### src/sv/usd_pkg.sv
// ----------------------------------------------------------------------------
// usd_pkg
// Shared types and constants of the ultrasonic sector sweep detector.
// ----------------------------------------------------------------------------
package usd_pkg;

    localparam int USD_NUM_SECTORS     = 5;
    localparam int USD_STEPS_PER_SWEEP = 9;
    localparam int USD_ANGLE_STEP_DEG  = 30;

    localparam int USD_ECHO_W  = 16;
    localparam int USD_DIST_W  = 11;
    localparam int USD_ANGLE_W = 8;
    localparam int USD_MASK_W  = 5;

    // cm = floor(floor(d/2)*10/291) = (floor(d/2) * 10 * ceil(2^28/291)) >> 28,
    // exact for every 16-bit echo width
    localparam int          USD_RECIP_W     = 24;
    localparam int          USD_RECIP_SHIFT = 28;
    localparam int          USD_HALF_W      = USD_ECHO_W - 1;
    localparam int          USD_PROD_W      = USD_HALF_W + USD_RECIP_W;
    localparam logic [USD_RECIP_W-1:0] USD_CM_RECIP = 24'd9224590;

    // configuration port
    localparam int                  USD_ADDR_W     = 3;
    localparam int                  USD_DATA_W     = 32;
    localparam logic                USD_REG_THRESH = 1'b0;
    localparam logic [USD_DIST_W-1:0] USD_THRESH_RST = 11'd30;

    typedef struct packed {
        logic load;      // capture the accepted echo word
        logic mul;       // convert echo width to centimeters
        logic upd;       // write the sector, move the servo index
        logic scan;      // test one sector against the threshold
        logic div;       // one quotient bit of the mean
        logic out_load;  // move the result into the output register
    } usd_cmd_t;

    typedef struct packed {
        logic sweep_end;
        logic scan_last;
        logic div_last;
        logic out_free;
    } usd_sts_t;

endpackage

### src/sv/usd_ctrl.sv
// ----------------------------------------------------------------------------
// usd_ctrl
// Sequencer: accept, convert, update, scan sectors, divide, deliver.
// ----------------------------------------------------------------------------
module usd_ctrl
    import usd_pkg::*;
(
    input  logic     clk,
    input  logic     rst_n,
    input  logic     in_valid,
    output logic     in_stall,
    input  usd_sts_t sts,
    output usd_cmd_t cmd
);

    localparam logic [2:0] ST_IDLE = 3'd0;
    localparam logic [2:0] ST_MUL  = 3'd1;
    localparam logic [2:0] ST_UPD  = 3'd2;
    localparam logic [2:0] ST_SCAN = 3'd3;
    localparam logic [2:0] ST_DIV  = 3'd4;
    localparam logic [2:0] ST_OUT  = 3'd5;

    logic [2:0] state_reg;
    logic [2:0] state_next;

    always_comb
    begin
        state_next = state_reg;
        cmd        = '0;
        in_stall   = 1'b1;
        case (state_reg)
            ST_IDLE:
            begin
                in_stall = 1'b0;
                if (in_valid)
                begin
                    cmd.load   = 1'b1;
                    state_next = ST_MUL;
                end
            end
            ST_MUL:
            begin
                cmd.mul    = 1'b1;
                state_next = ST_UPD;
            end
            ST_UPD:
            begin
                cmd.upd    = 1'b1;
                state_next = sts.sweep_end ? ST_SCAN : ST_OUT;
            end
            ST_SCAN:
            begin
                cmd.scan = 1'b1;
                if (sts.scan_last)
                begin
                    state_next = ST_DIV;
                end
            end
            ST_DIV:
            begin
                cmd.div = 1'b1;
                if (sts.div_last)
                begin
                    state_next = ST_OUT;
                end
            end
            ST_OUT:
            begin
                // hold until the output register is empty or being taken
                if (sts.out_free)
                begin
                    cmd.out_load = 1'b1;
                    state_next   = ST_IDLE;
                end
            end
            default:
            begin
                state_next = ST_IDLE;
            end
        endcase
    end

    always_ff @(posedge clk or negedge rst_n)
    begin
        if (!rst_n)
        begin
            state_reg <= ST_IDLE;
        end
        else
        begin
            state_reg <= state_next;
        end
    end

endmodule

### src/sv/usd_dp.sv
// ----------------------------------------------------------------------------
// usd_dp
// Datapath: echo conversion, sector stores, sweep walk, near scan,
// serial mean divider and output register.
// ----------------------------------------------------------------------------
module usd_dp
    import usd_pkg::*;
#(
    parameter int NUM_SECTORS     = USD_NUM_SECTORS,
    parameter int STEPS_PER_SWEEP = USD_STEPS_PER_SWEEP,
    parameter int ANGLE_STEP_DEG  = USD_ANGLE_STEP_DEG
)
(
    input  logic                   clk,
    input  logic                   rst_n,
    input  usd_cmd_t               cmd,
    output usd_sts_t               sts,
    input  logic [USD_ECHO_W-1:0]  echo_duration_us,
    input  logic [USD_DIST_W-1:0]  near_threshold_cm,
    input  logic                   out_stall,
    output logic                   out_valid,
    output logic [USD_ANGLE_W-1:0] servo_angle,
    output logic                   sweep_done,
    output logic [USD_MASK_W-1:0]  obstacle_mask,
    output logic [USD_DIST_W-1:0]  mean_distance_cm
);

    localparam int IW  = $clog2(NUM_SECTORS);
    localparam int STW = $clog2(STEPS_PER_SWEEP);
    localparam int SW  = USD_DIST_W + $clog2(NUM_SECTORS);
    localparam int CW  = $clog2(NUM_SECTORS + 1);
    localparam int DCW = $clog2(SW);

    localparam logic [IW-1:0]  SEC_TOP   = IW'(NUM_SECTORS - 1);
    localparam logic [IW-1:0]  SEC_RST   = IW'((NUM_SECTORS - 1) / 2);
    localparam logic [STW-1:0] STEP_LAST = STW'(STEPS_PER_SWEEP - 1);
    localparam logic [DCW-1:0] DIV_LAST  = DCW'(SW - 1);

    logic [USD_ECHO_W-1:0]  echo_reg;
    logic [USD_DIST_W-1:0]  cm_reg;
    logic [USD_DIST_W-1:0]  cur_reg  [NUM_SECTORS];
    logic [USD_DIST_W-1:0]  cur_next [NUM_SECTORS];
    logic [USD_DIST_W-1:0]  prev_reg [NUM_SECTORS];
    logic [USD_DIST_W-1:0]  prev_next[NUM_SECTORS];
    logic [IW-1:0]          sec_reg,  sec_next;
    logic                   up_reg,   up_next;
    logic [STW-1:0]         step_reg, step_next;
    logic                   done_reg, done_next;
    logic [IW-1:0]          scan_reg, scan_next;
    logic [SW-1:0]          acc_reg,  acc_next;
    logic [CW-1:0]          cnt_reg,  cnt_next;
    logic [CW-1:0]          rem_reg,  rem_next;
    logic [NUM_SECTORS-1:0] mask_reg, mask_next;
    logic [DCW-1:0]         dcnt_reg, dcnt_next;

    logic                   ovalid_reg, ovalid_next;
    logic [USD_ANGLE_W-1:0] angle_reg,  angle_next;
    logic                   odone_reg,  odone_next;
    logic [USD_MASK_W-1:0]  omask_reg,  omask_next;
    logic [USD_DIST_W-1:0]  omean_reg,  omean_next;

    logic [USD_PROD_W-1:0]  prod;
    logic [IW-1:0]          s_eff;
    logic [IW-1:0]          rd_idx;
    logic [USD_DIST_W-1:0]  cur_rd;
    logic [USD_DIST_W-1:0]  prev_rd;
    logic [USD_DIST_W-1:0]  old_val;
    logic [USD_DIST_W:0]    avg_sum;
    logic [USD_DIST_W-1:0]  new_val;
    logic                   step_last;
    logic                   at_top;
    logic                   at_bot;
    logic                   dir_up;
    logic                   near;
    logic [CW:0]            rem_sh;
    logic [CW:0]            rem_sub;
    logic                   rem_ge;
    logic [USD_MASK_W+NUM_SECTORS-1:0] mask_wide;
    int                     angle_full;

    assign prod = USD_PROD_W'(echo_reg[USD_ECHO_W-1:1]) * USD_PROD_W'(USD_CM_RECIP);

    assign s_eff   = (sec_reg > SEC_TOP) ? SEC_TOP : sec_reg;
    assign rd_idx  = cmd.scan ? scan_reg : s_eff;
    assign cur_rd  = cur_reg[rd_idx];
    assign prev_rd = prev_reg[rd_idx];

    assign step_last = (step_reg == STEP_LAST);
    // first step of a sweep sees a cleared sector
    assign old_val   = (step_reg == '0) ? '0 : cur_rd;
    assign avg_sum   = {1'b0, old_val} + {1'b0, cm_reg};
    assign new_val   = (old_val == '0) ? cm_reg : avg_sum[USD_DIST_W:1];

    assign at_top = (s_eff == SEC_TOP);
    assign at_bot = (s_eff == '0);
    assign dir_up = at_top ? 1'b0 : (at_bot ? 1'b1 : up_reg);

    assign near = (prev_rd <= near_threshold_cm) && (cur_rd <= near_threshold_cm);

    assign rem_sh  = {rem_reg, acc_reg[SW-1]};
    assign rem_sub = rem_sh - {1'b0, cnt_reg};
    assign rem_ge  = (rem_sh >= {1'b0, cnt_reg});

    assign mask_wide = {{USD_MASK_W{1'b0}}, mask_reg};

    assign sts.sweep_end = step_last;
    assign sts.scan_last = (scan_reg == SEC_TOP);
    assign sts.div_last  = (dcnt_reg == DIV_LAST);
    assign sts.out_free  = !ovalid_reg || !out_stall;

    always_comb
    begin
        cur_next   = cur_reg;
        prev_next  = prev_reg;
        sec_next   = sec_reg;
        up_next    = up_reg;
        step_next  = step_reg;
        done_next  = done_reg;
        scan_next  = scan_reg;
        acc_next   = acc_reg;
        cnt_next   = cnt_reg;
        rem_next   = rem_reg;
        mask_next  = mask_reg;
        dcnt_next  = dcnt_reg;
        angle_full = ANGLE_STEP_DEG * (int'(sec_reg) + 1);

        if (cmd.upd)
        begin
            if (step_reg == '0)
            begin
                for (int k = 0; k < NUM_SECTORS; k++)
                begin
                    prev_next[k] = cur_reg[k];
                    cur_next[k]  = '0;
                end
            end
            cur_next[s_eff] = new_val;
            up_next   = dir_up;
            sec_next  = dir_up ? s_eff + 1'b1 : s_eff - 1'b1;
            step_next = step_last ? '0 : step_reg + 1'b1;
            done_next = step_last;
            scan_next = '0;
            acc_next  = '0;
            cnt_next  = '0;
            rem_next  = '0;
            mask_next = '0;
            dcnt_next = '0;
        end

        if (cmd.scan)
        begin
            // sector 0 is shifted in first and ends at the MSB
            mask_next = {mask_reg[NUM_SECTORS-2:0], near};
            if (near)
            begin
                acc_next = acc_reg + SW'(cur_rd);
                cnt_next = cnt_reg + 1'b1;
            end
            scan_next = scan_reg + 1'b1;
        end

        if (cmd.div)
        begin
            // restoring division: the sum shifts out, quotient bits shift in
            rem_next  = rem_ge ? rem_sub[CW-1:0] : rem_sh[CW-1:0];
            acc_next  = {acc_reg[SW-2:0], rem_ge};
            dcnt_next = dcnt_reg + 1'b1;
        end
    end

    always_comb
    begin
        ovalid_next = ovalid_reg;
        angle_next  = angle_reg;
        odone_next  = odone_reg;
        omask_next  = omask_reg;
        omean_next  = omean_reg;
        if (cmd.out_load)
        begin
            ovalid_next = 1'b1;
            angle_next  = USD_ANGLE_W'(angle_full);
            odone_next  = done_reg;
            omask_next  = done_reg ? mask_wide[USD_MASK_W-1:0] : '0;
            omean_next  = (done_reg && (cnt_reg != '0)) ? acc_reg[USD_DIST_W-1:0] : '0;
        end
        else if (!out_stall)
        begin
            ovalid_next = 1'b0;
        end
    end

    always_ff @(posedge clk or negedge rst_n)
    begin
        if (!rst_n)
        begin
            for (int k = 0; k < NUM_SECTORS; k++)
            begin
                cur_reg[k]  <= '0;
                prev_reg[k] <= '0;
            end
            sec_reg    <= SEC_RST;
            up_reg     <= 1'b1;
            step_reg   <= '0;
            done_reg   <= 1'b0;
            scan_reg   <= '0;
            cnt_reg    <= '0;
            dcnt_reg   <= '0;
            ovalid_reg <= 1'b0;
        end
        else
        begin
            cur_reg    <= cur_next;
            prev_reg   <= prev_next;
            sec_reg    <= sec_next;
            up_reg     <= up_next;
            step_reg   <= step_next;
            done_reg   <= done_next;
            scan_reg   <= scan_next;
            cnt_reg    <= cnt_next;
            dcnt_reg   <= dcnt_next;
            ovalid_reg <= ovalid_next;
        end
    end

    always_ff @(posedge clk)
    begin
        if (cmd.load)
        begin
            echo_reg <= echo_duration_us;
        end
        if (cmd.mul)
        begin
            cm_reg <= prod[USD_RECIP_SHIFT +: USD_DIST_W];
        end
        acc_reg   <= acc_next;
        rem_reg   <= rem_next;
        mask_reg  <= mask_next;
        angle_reg <= angle_next;
        odone_reg <= odone_next;
        omask_reg <= omask_next;
        omean_reg <= omean_next;
    end

    assign out_valid        = ovalid_reg;
    assign servo_angle      = angle_reg;
    assign sweep_done       = odone_reg;
    assign obstacle_mask    = omask_reg;
    assign mean_distance_cm = omean_reg;

endmodule

### src/sv/ultrasonic_sector_sweep_detector_top.sv
// ----------------------------------------------------------------------------
// ultrasonic_sector_sweep_detector_top
// Sector sweep obstacle detector fed with ultrasonic echo widths.
// ----------------------------------------------------------------------------
// Input channel: in_valid / in_stall carry one echo width word (microseconds)
// measured at the current servo sector. Output channel: out_valid / out_stall
// carry one result word per input word: the servo angle for the next
// measurement, and at the end of each sweep the sweep_done flag, the mask of
// sectors near in both sweeps and their mean distance.
// A word that does not end a sweep is converted, written to its sector and
// loaded into the output register (convert, sector update, output load),
// and the next word is taken only after that output load. A word that ends
// a sweep adds a scan of all NUM_SECTORS sectors and the serial mean
// divider, which forms 11+clog2(NUM_SECTORS) quotient bits, before its load.
// The near threshold is written over the APB port at byte address 0.
// Reset clears both sector stores, centers the servo index, starts a new
// sweep and sets the threshold to 30 cm. When the receiver stalls, the result
// holds in the output register while the next word is still accepted and
// processed; only its output load waits for the register to free.
// ----------------------------------------------------------------------------
module ultrasonic_sector_sweep_detector_top
    import usd_pkg::*;
#(
    parameter int NUM_SECTORS     = USD_NUM_SECTORS,
    parameter int STEPS_PER_SWEEP = USD_STEPS_PER_SWEEP,
    parameter int ANGLE_STEP_DEG  = USD_ANGLE_STEP_DEG
)
(
    input  logic                   clk,
    input  logic                   rst_n,
    input  logic                   in_valid,
    output logic                   in_stall,
    input  logic [USD_ECHO_W-1:0]  echo_duration_us,
    output logic                   out_valid,
    input  logic                   out_stall,
    output logic [USD_ANGLE_W-1:0] servo_angle,
    output logic                   sweep_done,
    output logic [USD_MASK_W-1:0]  obstacle_mask,
    output logic [USD_DIST_W-1:0]  mean_distance_cm,
    input  logic                   psel,
    input  logic                   penable,
    input  logic                   pwrite,
    input  logic [USD_ADDR_W-1:0]  paddr,
    input  logic [USD_DATA_W-1:0]  pwdata,
    output logic [USD_DATA_W-1:0]  prdata,
    output logic                   pready
);

    logic [USD_DIST_W-1:0] thresh_reg;
    logic [USD_DIST_W-1:0] thresh_next;
    logic                  thresh_sel;
    usd_cmd_t              cmd;
    usd_sts_t              sts;

    assign pready     = 1'b1;
    assign thresh_sel = (paddr[2] == USD_REG_THRESH);

    always_comb
    begin
        thresh_next = thresh_reg;
        if (psel && penable && pwrite && pready && thresh_sel)
        begin
            thresh_next = pwdata[USD_DIST_W-1:0];
        end
    end

    always_ff @(posedge clk or negedge rst_n)
    begin
        if (!rst_n)
        begin
            thresh_reg <= USD_THRESH_RST;
        end
        else
        begin
            thresh_reg <= thresh_next;
        end
    end

    assign prdata = thresh_sel ? USD_DATA_W'(thresh_reg) : '0;

    usd_ctrl u_ctrl
    (
        .clk      (clk),
        .rst_n    (rst_n),
        .in_valid (in_valid),
        .in_stall (in_stall),
        .sts      (sts),
        .cmd      (cmd)
    );

    usd_dp
    #(
        .NUM_SECTORS     (NUM_SECTORS),
        .STEPS_PER_SWEEP (STEPS_PER_SWEEP),
        .ANGLE_STEP_DEG  (ANGLE_STEP_DEG)
    )
    u_dp
    (
        .clk               (clk),
        .rst_n             (rst_n),
        .cmd               (cmd),
        .sts               (sts),
        .echo_duration_us  (echo_duration_us),
        .near_threshold_cm (thresh_reg),
        .out_stall         (out_stall),
        .out_valid         (out_valid),
        .servo_angle       (servo_angle),
        .sweep_done        (sweep_done),
        .obstacle_mask     (obstacle_mask),
        .mean_distance_cm  (mean_distance_cm)
    );

endmodule
### config.mk
export PLATFORM = sky130hd
export DESIGN_NAME = ultrasonic_sector_sweep_detector_top
export DESIGN_NICKNAME = d
export VERILOG_FILES = /design/src/sv/usd_pkg.sv /design/src/sv/usd_ctrl.sv /design/src/sv/usd_dp.sv /design/src/sv/ultrasonic_sector_sweep_detector_top.sv
export SDC_FILE = /design/constraint.sdc
export NUM_CORES = 1
export LEC_CHECK = 0
export CAP_MARGIN = 20
export CORE_MARGIN = 2
export CORE_UTILIZATION = 60
export DETAILED_ROUTE_END_ITERATION = 16
export DONT_BUFFER_PORTS = 1
export GPL_TIMING_DRIVEN = 0
export PLACE_DENSITY_LB_ADDON = 0.15
export RECOVER_POWER = 50
export SYNTH_ARGS = -nofsm -noshare
export SYNTH_HDL_FRONTEND = slang
export SYNTH_SLANG_ARGS = --single-unit
### constraint.sdc
create_clock -name clk -period 7.4 [get_ports clk]
set_clock_uncertainty 0.15 [all_clocks]
set_input_delay 1.48 -clock clk [delete_from_list [all_inputs] [get_ports clk]]
set_output_delay 1.48 -clock clk [all_outputs]
set_load 0.01 [all_outputs]
==> results.json, run 1 <==
{
  "run_status": "finished clean",
  "track_usage": 0.279,
  "cts_setup_buffers": 0,
  "synth_warnings": 0,
  "final_common_cell": "ha_1",
  "fin_crit_ns": 7.01,
  "h-tree-depth": 1,
  "ctsRootBufferMaster": "clkbuf_16",
  "ctsHoldBuffers": 0,
  "hold_ws_ns": 0.349,
  "tightest_slew_ns": 0.956,
  "finalCritPeriodShare": 0.947,
  "cts_buffer_depth": 3,
  "crit_path_start_kind": "register",
  "hold_violations": 0,
  "viasPerCell": 6.07,
  "cts_tree": "yes",
  "synth_area_per_cell_um2": 11.0,
  "grt_pass1_vias": 11600,
  "synth_seq_area_share": 0.349,
  "synthFlopType": "dfrtp_1",
  "numCtsBuffers": 25,
  "final_cell_mix": "212 x ha_1, 185 x inv_1, 138 x dfrtp_1, 82 x fa_1",
  "core.rowCount": 59,
  "die-area_um2": 28200,
  "drt_iter0_drc": 882,
  "wl_um": 38200,
  "min_path_type": "reg -> reg",
  "ys_async_sr_fraction": 0.667,
  "vias": 11400,
  "ios": 118,
  "synth_area_um2": 16100,
  "cp.required_ns": 7.74,
  "synth_edf_count": 58,
  "area_delta_synth_final_pct": 8.50,
  "drv_cap": 0,
  "endpoint_kind": "register",
  "rsz0062_at_grt": "false",
  "antenna_found_initial": 0,
  "synth_cell_types": 74,
  "die_h_um": 168,
  "slew-limit-headroom": 0.360,
  "synth_seq_cells": 216,
  "drc": 0,
  "die_x_um": 168,
  "grt_max_degree": 145,
  "finalMaxSlewViolations": 0,
  "wl_per_cell_um": 20.4,
  "numClockSinks": 216,
  "setup-violations-final": 0,
  "diodes": 0,
  "drive_gt1_frac": 0.127,
  "dpl.hpwl_um": 28900,
  "coreArea_um2": 26200,
  "final.setup.tns_ns": 0,
  "cp_max_fo": 10,
  "cp_data_arrival_time_ns": 7.35,
  "first_pass_iters": 7,
  "synthCells": 1468,
  "critPathKind": "reg -> reg",
  "fin_nets": 1870,
  "fmax_mhz": 143,
  "ant_nets": 0,
  "start_util": 0.615,
  "cts_resized": 0,
  "grt_pass1_wl_um": 61700,
  "portBuffers": 0,
  "gp_congestion": 0.936,
  "clk_pin_slew_ns": 0.06,
  "gr-total-overflow": 0,
  "clock_latency_ns": 0.56
}
## per-stage QoR
stage	utilization	worst slack (ns)	cell area, um^2	std cells
2_1_floorplan	-	1.43	16200	1489
6_report	0.667	0.394	17500	1871
4_1_cts	0.667	0.521	17500	1870
3_5_place_dp	0.635	0.551	16600	1825
5_1_grt	0.667	0.0357	17500	1871
3_3_place_gp	0.634	0.593	16600	1824
## worst paths after layout
path | start | endpoint | slack, ns | cells after the start
min | u_dp.prev_reg[24] | u_dp.prev_reg[24] | 0.35 | 1
min reg2reg | u_dp.prev_reg[24] | u_dp.prev_reg[24] | 0.35 | 1
max reg2reg | u_dp.sec_reg[0] | u_dp.acc_reg[7] | 0.39 | 20
max in group asynchronous | rst_n | u_dp.sec_reg[1] | 6.39 | 0
max | u_dp.sec_reg[0] | u_dp.acc_reg[7] | 0.39 | 20
min in group asynchronous | rst_n | thresh_reg[7] | 0.46 | 0
## synth_stat cells, drive strengths merged, types with 4 or more instances
master / n / share of area
a211oi: 6 / 0.0028
nor2b: 7 / 0.0027
mux2: 70 / 0.049
a221oi: 4 / 0.0022
xnor2: 25 / 0.014
a21oi: 47 / 0.015
xor2: 13 / 0.0071
and2: 20 / 0.0078
mux2i: 22 / 0.021
inv: 185 / 0.043
a22oi: 13 / 0.0061
mux4: 22 / 0.031
nand3: 69 / 0.021
o21bai: 5 / 0.0023
dfxtp: 14 / 0.017
fa: 82 / 0.10
and3: 13 / 0.0050
or2: 8 / 0.0031
dfstp: 6 / 0.0098
a31oi: 13 / 0.0050
clkbuf: 36 / 0.0084
a21o: 16 / 0.0075
nand2: 53 / 0.012
o211ai: 4 / 0.0019
dfrtp: 138 / 0.21
a22o: 12 / 0.0065
o22ai: 11 / 0.0043
nand4: 10 / 0.0039
nor3b: 4 / 0.0022
a311oi: 12 / 0.0065
a211o: 6 / 0.0033
o21ai: 85 / 0.026
nand2b: 7 / 0.0027
ha: 212 / 0.16
edfxtp: 58 / 0.11
buf: 36 / 0.016
nor3: 8 / 0.0025
o21a: 14 / 0.0065
nor2: 60 / 0.014
## metal layers
layer,wire (um),share of wire,GRT usage
met5,0,0,0
met4,1220,0.032,0.0794
met3,3160,0.083,0.0599
met2,17600,0.46,0.451
met1,16200,0.42,0.384
## critical path, stage by stage (launching register included)
cell and delay, ns:
dfrtp_1 0.49, clkbuf_1 0.40, inv_1 0.26, ha_1 0.29, nand2b_1 0.16, a31oi_1 0.78
buf_4 0.37, buf_1 0.66, mux4_2 0.44, a22o_1 0.21, ha_1 0.28, nor2b_1 0.14
o21a_1 0.16, o21a_1 0.16, o21ai_0 0.14, a21oi_1 0.09, o221ai_1 0.67, nand4_1 0.35
clkbuf_1 0.34, o21a_1 0.26, a21oi_1 0.13
## cell type report
type	count	area, um^2
Multi-Input combinational cell	1013	9470
Inverter	186	698
Buffer	74	405
Sequential cell	216	5630
Tap cell	335	419
Timing Repair Buffer	2	18.8
Clock buffer	39	802
Fill cell	1971	8720
Clock inverter	6	48.8
## logic make-up (layout without fill, tap and decap cells)
family / Yosys count / count (layout) / share of synthesized area
simple gates: 272 / 272 / 0.0844
flops: 216 / 216 / 0.349
fa+ha+maj: 294 / 294 / 0.266
xor+xnor: 38 / 38 / 0.0206
other cells: 2 / 23 / 0.000466
mux: 114 / 114 / 0.101
buf+inv: 260 / 307 / 0.0685
compound gates: 272 / 272 / 0.109
Power of run 1 is not shown: default switching activity piles up to over one toggle a cycle in this logic, so the estimate is an artifact.
==> inputs of run 2 (changes only) <==
--- a/config.mk
+++ b/config.mk
@@ -7,7 +7,7 @@
 export LEC_CHECK = 0
 export CAP_MARGIN = 20
 export CORE_MARGIN = 2
-export CORE_UTILIZATION = 60
+export CORE_UTILIZATION = 59
 export DETAILED_ROUTE_END_ITERATION = 16
 export DONT_BUFFER_PORTS = 1
 export GPL_TIMING_DRIVEN = 0
==> constraint.sdc (replaced) <==
create_clock -name clk -period 6.2 [get_ports clk]
set_clock_uncertainty 0.15 [all_clocks]
set_input_delay 1.24 -clock clk [delete_from_list [all_inputs] [get_ports clk]]
set_output_delay 1.24 -clock clk [all_outputs]
set_load 0.01 [all_outputs]
==> run 2 against run 1 <==
Effect of this change:
- wire length rose by 0.27%
- design area is essentially flat
- non-clock buffer count is 2 higher
==> results.json, run 2 (same netlist as run 1, synthesis figures left out) <==
{
  "run_status": "finished clean",
  "drv_cap": 0,
  "drive_gt1_frac": 0.134,
  "cts_tree": "yes",
  "worst_path_max_delay_cell": "fa_1",
  "die_x_um": 169,
  "clock_latency_ns": 0.54,
  "fin_crit_ns": 6.03,
  "start_util": 0.600,
  "final_common_cell": "ha_1",
  "drc": 0,
  "clk_pin_slew_ns": 0.06,
  "ant_nets": 0,
  "dpl.hpwl_um": 29300,
  "grt_pass1_vias": 11600,
  "final.fill_count": 2114,
  "portBuffers": 0,
  "crit_path_max_incr_delay_ns": 0.56,
  "cp_max_fo": 3,
  "die_h_um": 169,
  "gr-total-overflow": 0,
  "setup-violations-final": 0,
  "min_path_type": "in -> async",
  "wl_um": 38300,
  "diodes": 0,
  "numClockSinks": 216,
  "grt_pass1_wl_um": 61200,
  "die-area_um2": 28700,
  "track_usage": 0.274,
  "postPlaceCellArea_um2": 16600,
  "crit_path_start_kind": "register",
  "crit_top_cell": "fa_1",
  "fmax_mhz": 166,
  "ff_latch_area_um2": 5630,
  "multi_input_area_um2": 9560,
  "gp_congestion": 0.920,
  "finalCritPeriodShare": 0.972,
  "crit_chain": "buf_4 -> fa_1 -> fa_1 -> inv_1 -> fa_1 -> fa_1 -> inv_1 -> fa_1 -> fa_1 -> ha_1 -> or3b_2 -> a311oi_4 -> nor2_2 -> o311ai_2 -> a31oi_1 -> xnor2_1",
  "cp.required_ns": 6.31,
  "endpoint_kind": "register",
  "core.rowCount": 60,
  "finalMaxSlewViolations": 0,
  "ios": 118,
  "tightest_slew_ns": 0.919,
  "hold_violations": 0,
  "wl_per_cell_um": 20.4,
  "final_cell_mix": "211 x ha_1, 185 x inv_1, 138 x dfrtp_1, 82 x fa_1",
  "critPathKind": "reg -> reg",
  "cp_data_arrival_time_ns": 6.14,
  "coreArea_um2": 26900,
  "viasPerCell": 6.09,
  "drt_iter0_drc": 880,
  "cts_buffer_depth": 3,
  "slew-limit-headroom": 0.388,
  "rsz0062_at_grt": "true",
  "vias": 11400,
  "fin_nets": 1870,
  "numCtsBuffers": 23,
  "ctsRootBufferMaster": "clkbuf_16",
  "ctsHoldBuffers": 0,
  "first_pass_iters": 5,
  "postLayoutCellArea_um2": 17500,
  "h-tree-depth": 1,
  "area_delta_synth_final_pct": 8.58,
  "antenna_found_initial": 2,
  "grt_max_degree": 145
}
## run 2: metal layers
metal,vias to the layer above,GRT usage,wire length (um)
li1,5264,-,-
met1,5702,0.363,16100
met2,380,0.465,18800
met3,69,0.0431,2340
met4,2,0.0858,1070
met5,-,0,13
## run 2: area by class of cell
cell class	instances	area share
inverters	186	0.0399
clock inverters	8	0.00450
flip-flops and latches	216	0.322
clock buffers	33	0.0379
plain buffers	74	0.0233
multi-input cells	1013	0.546
well taps	341	0.0244
repair buffers	4	0.00214
## run 2: worst max-delay path: cells and delay by family, from the launching register on
kind	cells	cell delay [ns]
XOR/XNOR	1	0.14
buffers and inverters	3	0.29
AO/OA/AOI/OAI	3	0.82
AND/OR/NAND/NOR	2	0.61
adder cells (fa/ha/maj)	7	3.30
flip-flops	1	0.46
## run 2: worst paths after layout
path	endpoint	slack, ns	depth (start not counted)	startpoint
hold reg to reg	u_dp.up_reg	0.34	2	u_dp.up_reg
setup / recovery	u_dp.cm_reg[10]	0.17	16	u_dp.echo_reg[14]
setup reg to reg	u_dp.cm_reg[10]	0.17	16	u_dp.echo_reg[14]
max in group asynchronous	u_dp.up_reg	5.34	0	rst_n
min in group clk	u_dp.up_reg	0.34	2	u_dp.up_reg
hold / removal	u_dp.cur_reg[48]	0.25	0	rst_n
## run 2: metrics by stage
| stage | hold slack (ns) | worst slack (ns) | utilization | cells | TNS [ns] |
|---|---|---|---|---|---|
| 2_1_floorplan | 0.309 | 0.229 | - | 1489 | 0 |
| 3_3_place_gp | 0.332 | -0.559 | 0.619 | 1830 | -7.88 |
| 3_5_place_dp | 0.333 | -0.611 | 0.619 | 1831 | -9.32 |
| 4_1_cts | 0.239 | 0.0201 | 0.649 | 1874 | 0 |
| 5_1_grt | 0.235 | -0.0255 | 0.651 | 1875 | -0.0277 |
| 6_report | 0.249 | 0.174 | 0.651 | 1875 | 0 |
## run 2: repair_timing
| action | in CTS | in global routing |
|---|---|---|
| setup endpoints to repair | 28 | 41 |
| setup buffers | 2 | 1 |
| hold endpoints to repair | 0 | 0 |
| resized for setup | 8 | 11 |
| pin swaps | 0 | 2 |
Power of run 2 is left out for the same reason.
==> inputs of run 3 (changes only) <==
--- a/config.mk
+++ b/config.mk
@@ -6,8 +6,8 @@
 export NUM_CORES = 1
 export LEC_CHECK = 0
 export CAP_MARGIN = 20
-export CORE_MARGIN = 2
-export CORE_UTILIZATION = 59
+export CORE_MARGIN = 4
+export CORE_UTILIZATION = 50
 export DETAILED_ROUTE_END_ITERATION = 16
 export DONT_BUFFER_PORTS = 1
 export GPL_TIMING_DRIVEN = 0
@@ -15,4 +15,5 @@
 export RECOVER_POWER = 50
 export SYNTH_ARGS = -nofsm -noshare
 export SYNTH_HDL_FRONTEND = slang
+export SYNTH_HIERARCHICAL = 1
 export SYNTH_SLANG_ARGS = --single-unit
==> run 3 against run 2 <==
Effect of this change:
- the run now ends with max-capacitance violations, max-slew violations left
- flip-flop and latch count unchanged
- first-iteration DRC count is 1.0% lower
- synthesized cell count is 3.3% higher
- non-clock buffer count is 13 higher
- highest routed layer is now met4
- wire length grew 4.9%
- count of clock-buffer cells in the layout up 4
- core utilization fell by 9.5 points
- worst hold slack gained 0.0022 ns
- via count is 0.12% lower
==> results.json, run 3 <==
{
  "regToRegStartpoint": "u_ctrl/state_reg[0]",
  "worst_path_max_delay_cell": "or4b_2",
  "wl_per_cell_um": 20.1,
  "vias": 11400,
  "rrSetupSlack_ns": 0.26,
  "grt_pass1_vias": 11700,
  "ios": 118,
  "critPathKind": "reg -> reg",
  "drive_gt1_frac": 0.119,
  "synthCells": 1517,
  "ctsRootBufferMaster": "clkbuf_16",
  "crit_chain": "buf_2 -> and3b_1 -> buf_2 -> or3b_1 -> nand2_1 -> buf_4 -> clkbuf_2 -> mux2i_1 -> o32ai_1 -> ha_1 -> nor2b_1 -> o21a_1 -> o21a_1 -> o21ai_0 -> a211oi_1 -> or4b_2 -> clkbuf_1 -> clkbuf_2 -> a311oi_1 -> a21oi_1",
  "hold_ws_ns": 0.251,
  "synth_area_per_cell_um2": 10.6,
  "synth_seq_area_share": 0.351,
  "final_common_cell": "ha_1",
  "cts_tree": "yes",
  "synth_warnings": 6,
  "die_h_um": 187,
  "grt_pass1_wl_um": 65200,
  "crit_end": "u_dp/acc_reg[7]",
  "h-tree-depth": 1,
  "viasPerCell": 5.71,
  "slew-limit-headroom": -0.100,
  "portBuffers": 0,
  "diodes": 0,
  "synthTopCellsByCount": "212 x ha_1, 174 x inv_1, 138 x dfrtp_1",
  "ctsHoldBuffers": 0,
  "crit_family": "simple AND/OR/NAND/NOR gates",
  "first_pass_iters": 6,
  "cp.required_ns": 6.45,
  "synth_seq_cells": 216,
  "ys_async_sr_fraction": 0.667,
  "reg2regPathDepth": 20,
  "violations": "max-capacitance violations, max-slew violations",
  "drc": 0,
  "final_core_util": 0.557,
  "coreArea_um2": 31600,
  "die-area_um2": 35000,
  "die_x_um": 187,
  "yosysTopAreaCellShare": 0.215,
  "cts_buffer_depth": 3,
  "finalCritPeriodShare": 0.958,
  "crit_buf_inv": 6,
  "synth_most_common_cell": "ha_1",
  "tightest_slew_ns": 1.65,
  "synth_edf_count": 58,
  "min_path_type": "in -> async",
  "cp_data_arrival_time_ns": 6.19,
  "clock_latency_ns": 0.55,
  "fin_crit_ns": 5.94,
  "ant_nets": 0,
  "gr-total-overflow": 0,
  "crit_path_max_incr_delay_ns": 0.72,
  "grt_max_degree": 145,
  "setup-violations-final": 0,
  "drt_iter0_drc": 871,
  "synthFlopType": "dfrtp_1",
  "wl_um": 40200,
  "gp_congestion": 0.935,
  "fmax_mhz": 168,
  "endpoint_kind": "register",
  "synth_area_um2": 16100,
  "finalMaxSlewViolations": 12,
  "antenna_found_initial": 0,
  "yosysTopAreaCell": "dfrtp_1",
  "final_cell_mix": "211 x ha_1, 173 x inv_1, 138 x dfrtp_1, 81 x fa_1, 69 x nand3_1",
  "clk_pin_slew_ns": 0.06,
  "rsz0062_at_grt": "false",
  "fin_nets": 1928,
  "path_depth": 20,
  "rr_endpoint": "u_dp/acc_reg[7]",
  "crit_path_start_kind": "register",
  "ys_top_cells_by_area": "dfrtp_1 22%, ha_1 17%, edfxtp_1 11%",
  "cp_max_fo": 10,
  "synth_cell_types": 72,
  "drv_cap": 1,
  "numCtsBuffers": 26,
  "numClockSinks": 216,
  "area_delta_synth_final_pct": 9.70,
  "start_util": 0.507,
  "hold_violations": 0,
  "track_usage": 0.232,
  "core.rowCount": 65,
  "startpoint": "u_ctrl/state_reg[0]",
  "run_status": "finished, violations left",
  "dpl.hpwl_um": 30500
}
[run 3: worst min-delay path by stage]
| stage | from | cells after the start | slack, ns | end |
|---|---|---|---|---|
| after CTS | rst_n | 0 | 0.22 | u_dp/step_reg[3] |
| after floorplan | u_dp/prev_reg[1] | 2 | 0.30 | u_dp/prev_reg[1] |
| after global placement | u_dp/prev_reg[1] | 2 | 0.33 | u_dp/prev_reg[1] |
| after global routing | rst_n | 0 | 0.23 | u_dp/cur_reg[40] |
| final | rst_n | 0 | 0.25 | u_dp/cur_reg[3] |
| after detailed placement | u_dp/up_reg | 2 | 0.33 | u_dp/up_reg |
[run 3: per-layer routing]
layer | global-route usage | part of all wire | vias up
met5 | 0 | 0 | -
met4 | 0.0611 | 0.029 | 0
met3 | 0.0384 | 0.068 | 63
met2 | 0.363 | 0.44 | 368
met1 | 0.339 | 0.46 | 5552
li1 | - | - | 5420
[run 3: timing repair]
item	4_1_cts	5_1_grt
buffers inserted	1	5
endpoints found under the setup margin	18	36
gates resized for setup	6	26
pin swaps	0	4
[run 3: stage by stage]
| step | worst slack, ns | cells | setup TNS (ns) | instance area (um^2) |
|---|---|---|---|---|
| finish | 0.262 | 1997 | 0 | 17600 |
| global route | 0.00494 | 1997 | 0 | 17600 |
| CTS | 0.00329 | 1991 | 0 | 17600 |
| detailed placement | -0.266 | 1942 | -2.17 | 16700 |
| global placement | -0.194 | 1939 | -1.73 | 16600 |
| floorplan | 0.529 | 1537 | 0 | 16100 |
[run 3: cells by family (layout without fill, tap and decap cells)]
group,after synthesis,after routing,synth area share
AOI/OAI and AO/OA,310,310,0.125
xor gates and xnor gates,37,37,0.0202
adders and majority gates,295,295,0.269
buffers and inverters,255,313,0.0673
DFF,216,216,0.351
muxes,100,100,0.0701
other,3,23,0.000701
and+or+nand+nor,301,301,0.0975
[run 3: cell type report]
type / instances / area [um^2]
Timing Repair Buffer: 10 / 71.3
Multi-Input combinational cell: 1066 / 9470
Sequential cell: 216 / 5630
Buffer: 81 / 427
Clock inverter: 11 / 92.6
Clock buffer: 37 / 763
Tap cell: 402 / 503
Inverter: 174 / 653
Fill cell: 2723 / 14000
[run 3: worst reg2reg max path, cell delays in order (launching register included)]
cell      delay (ns)
dfrtp_1         0.37
buf_2           0.17
and3b_1         0.22
buf_2           0.19
or3b_1          0.39
nand2_1         0.19
buf_4           0.26
clkbuf_2        0.40
mux2i_1         0.53
o32ai_1         0.21
ha_1            0.33
nor2b_1         0.14
o21a_1          0.16
o21a_1          0.15
o21ai_0         0.19
a211oi_1        0.15
or4b_2          0.72
clkbuf_1        0.23
clkbuf_2        0.25
a311oi_1        0.34
a21oi_1         0.06
Power of run 3 is left out for the same reason.
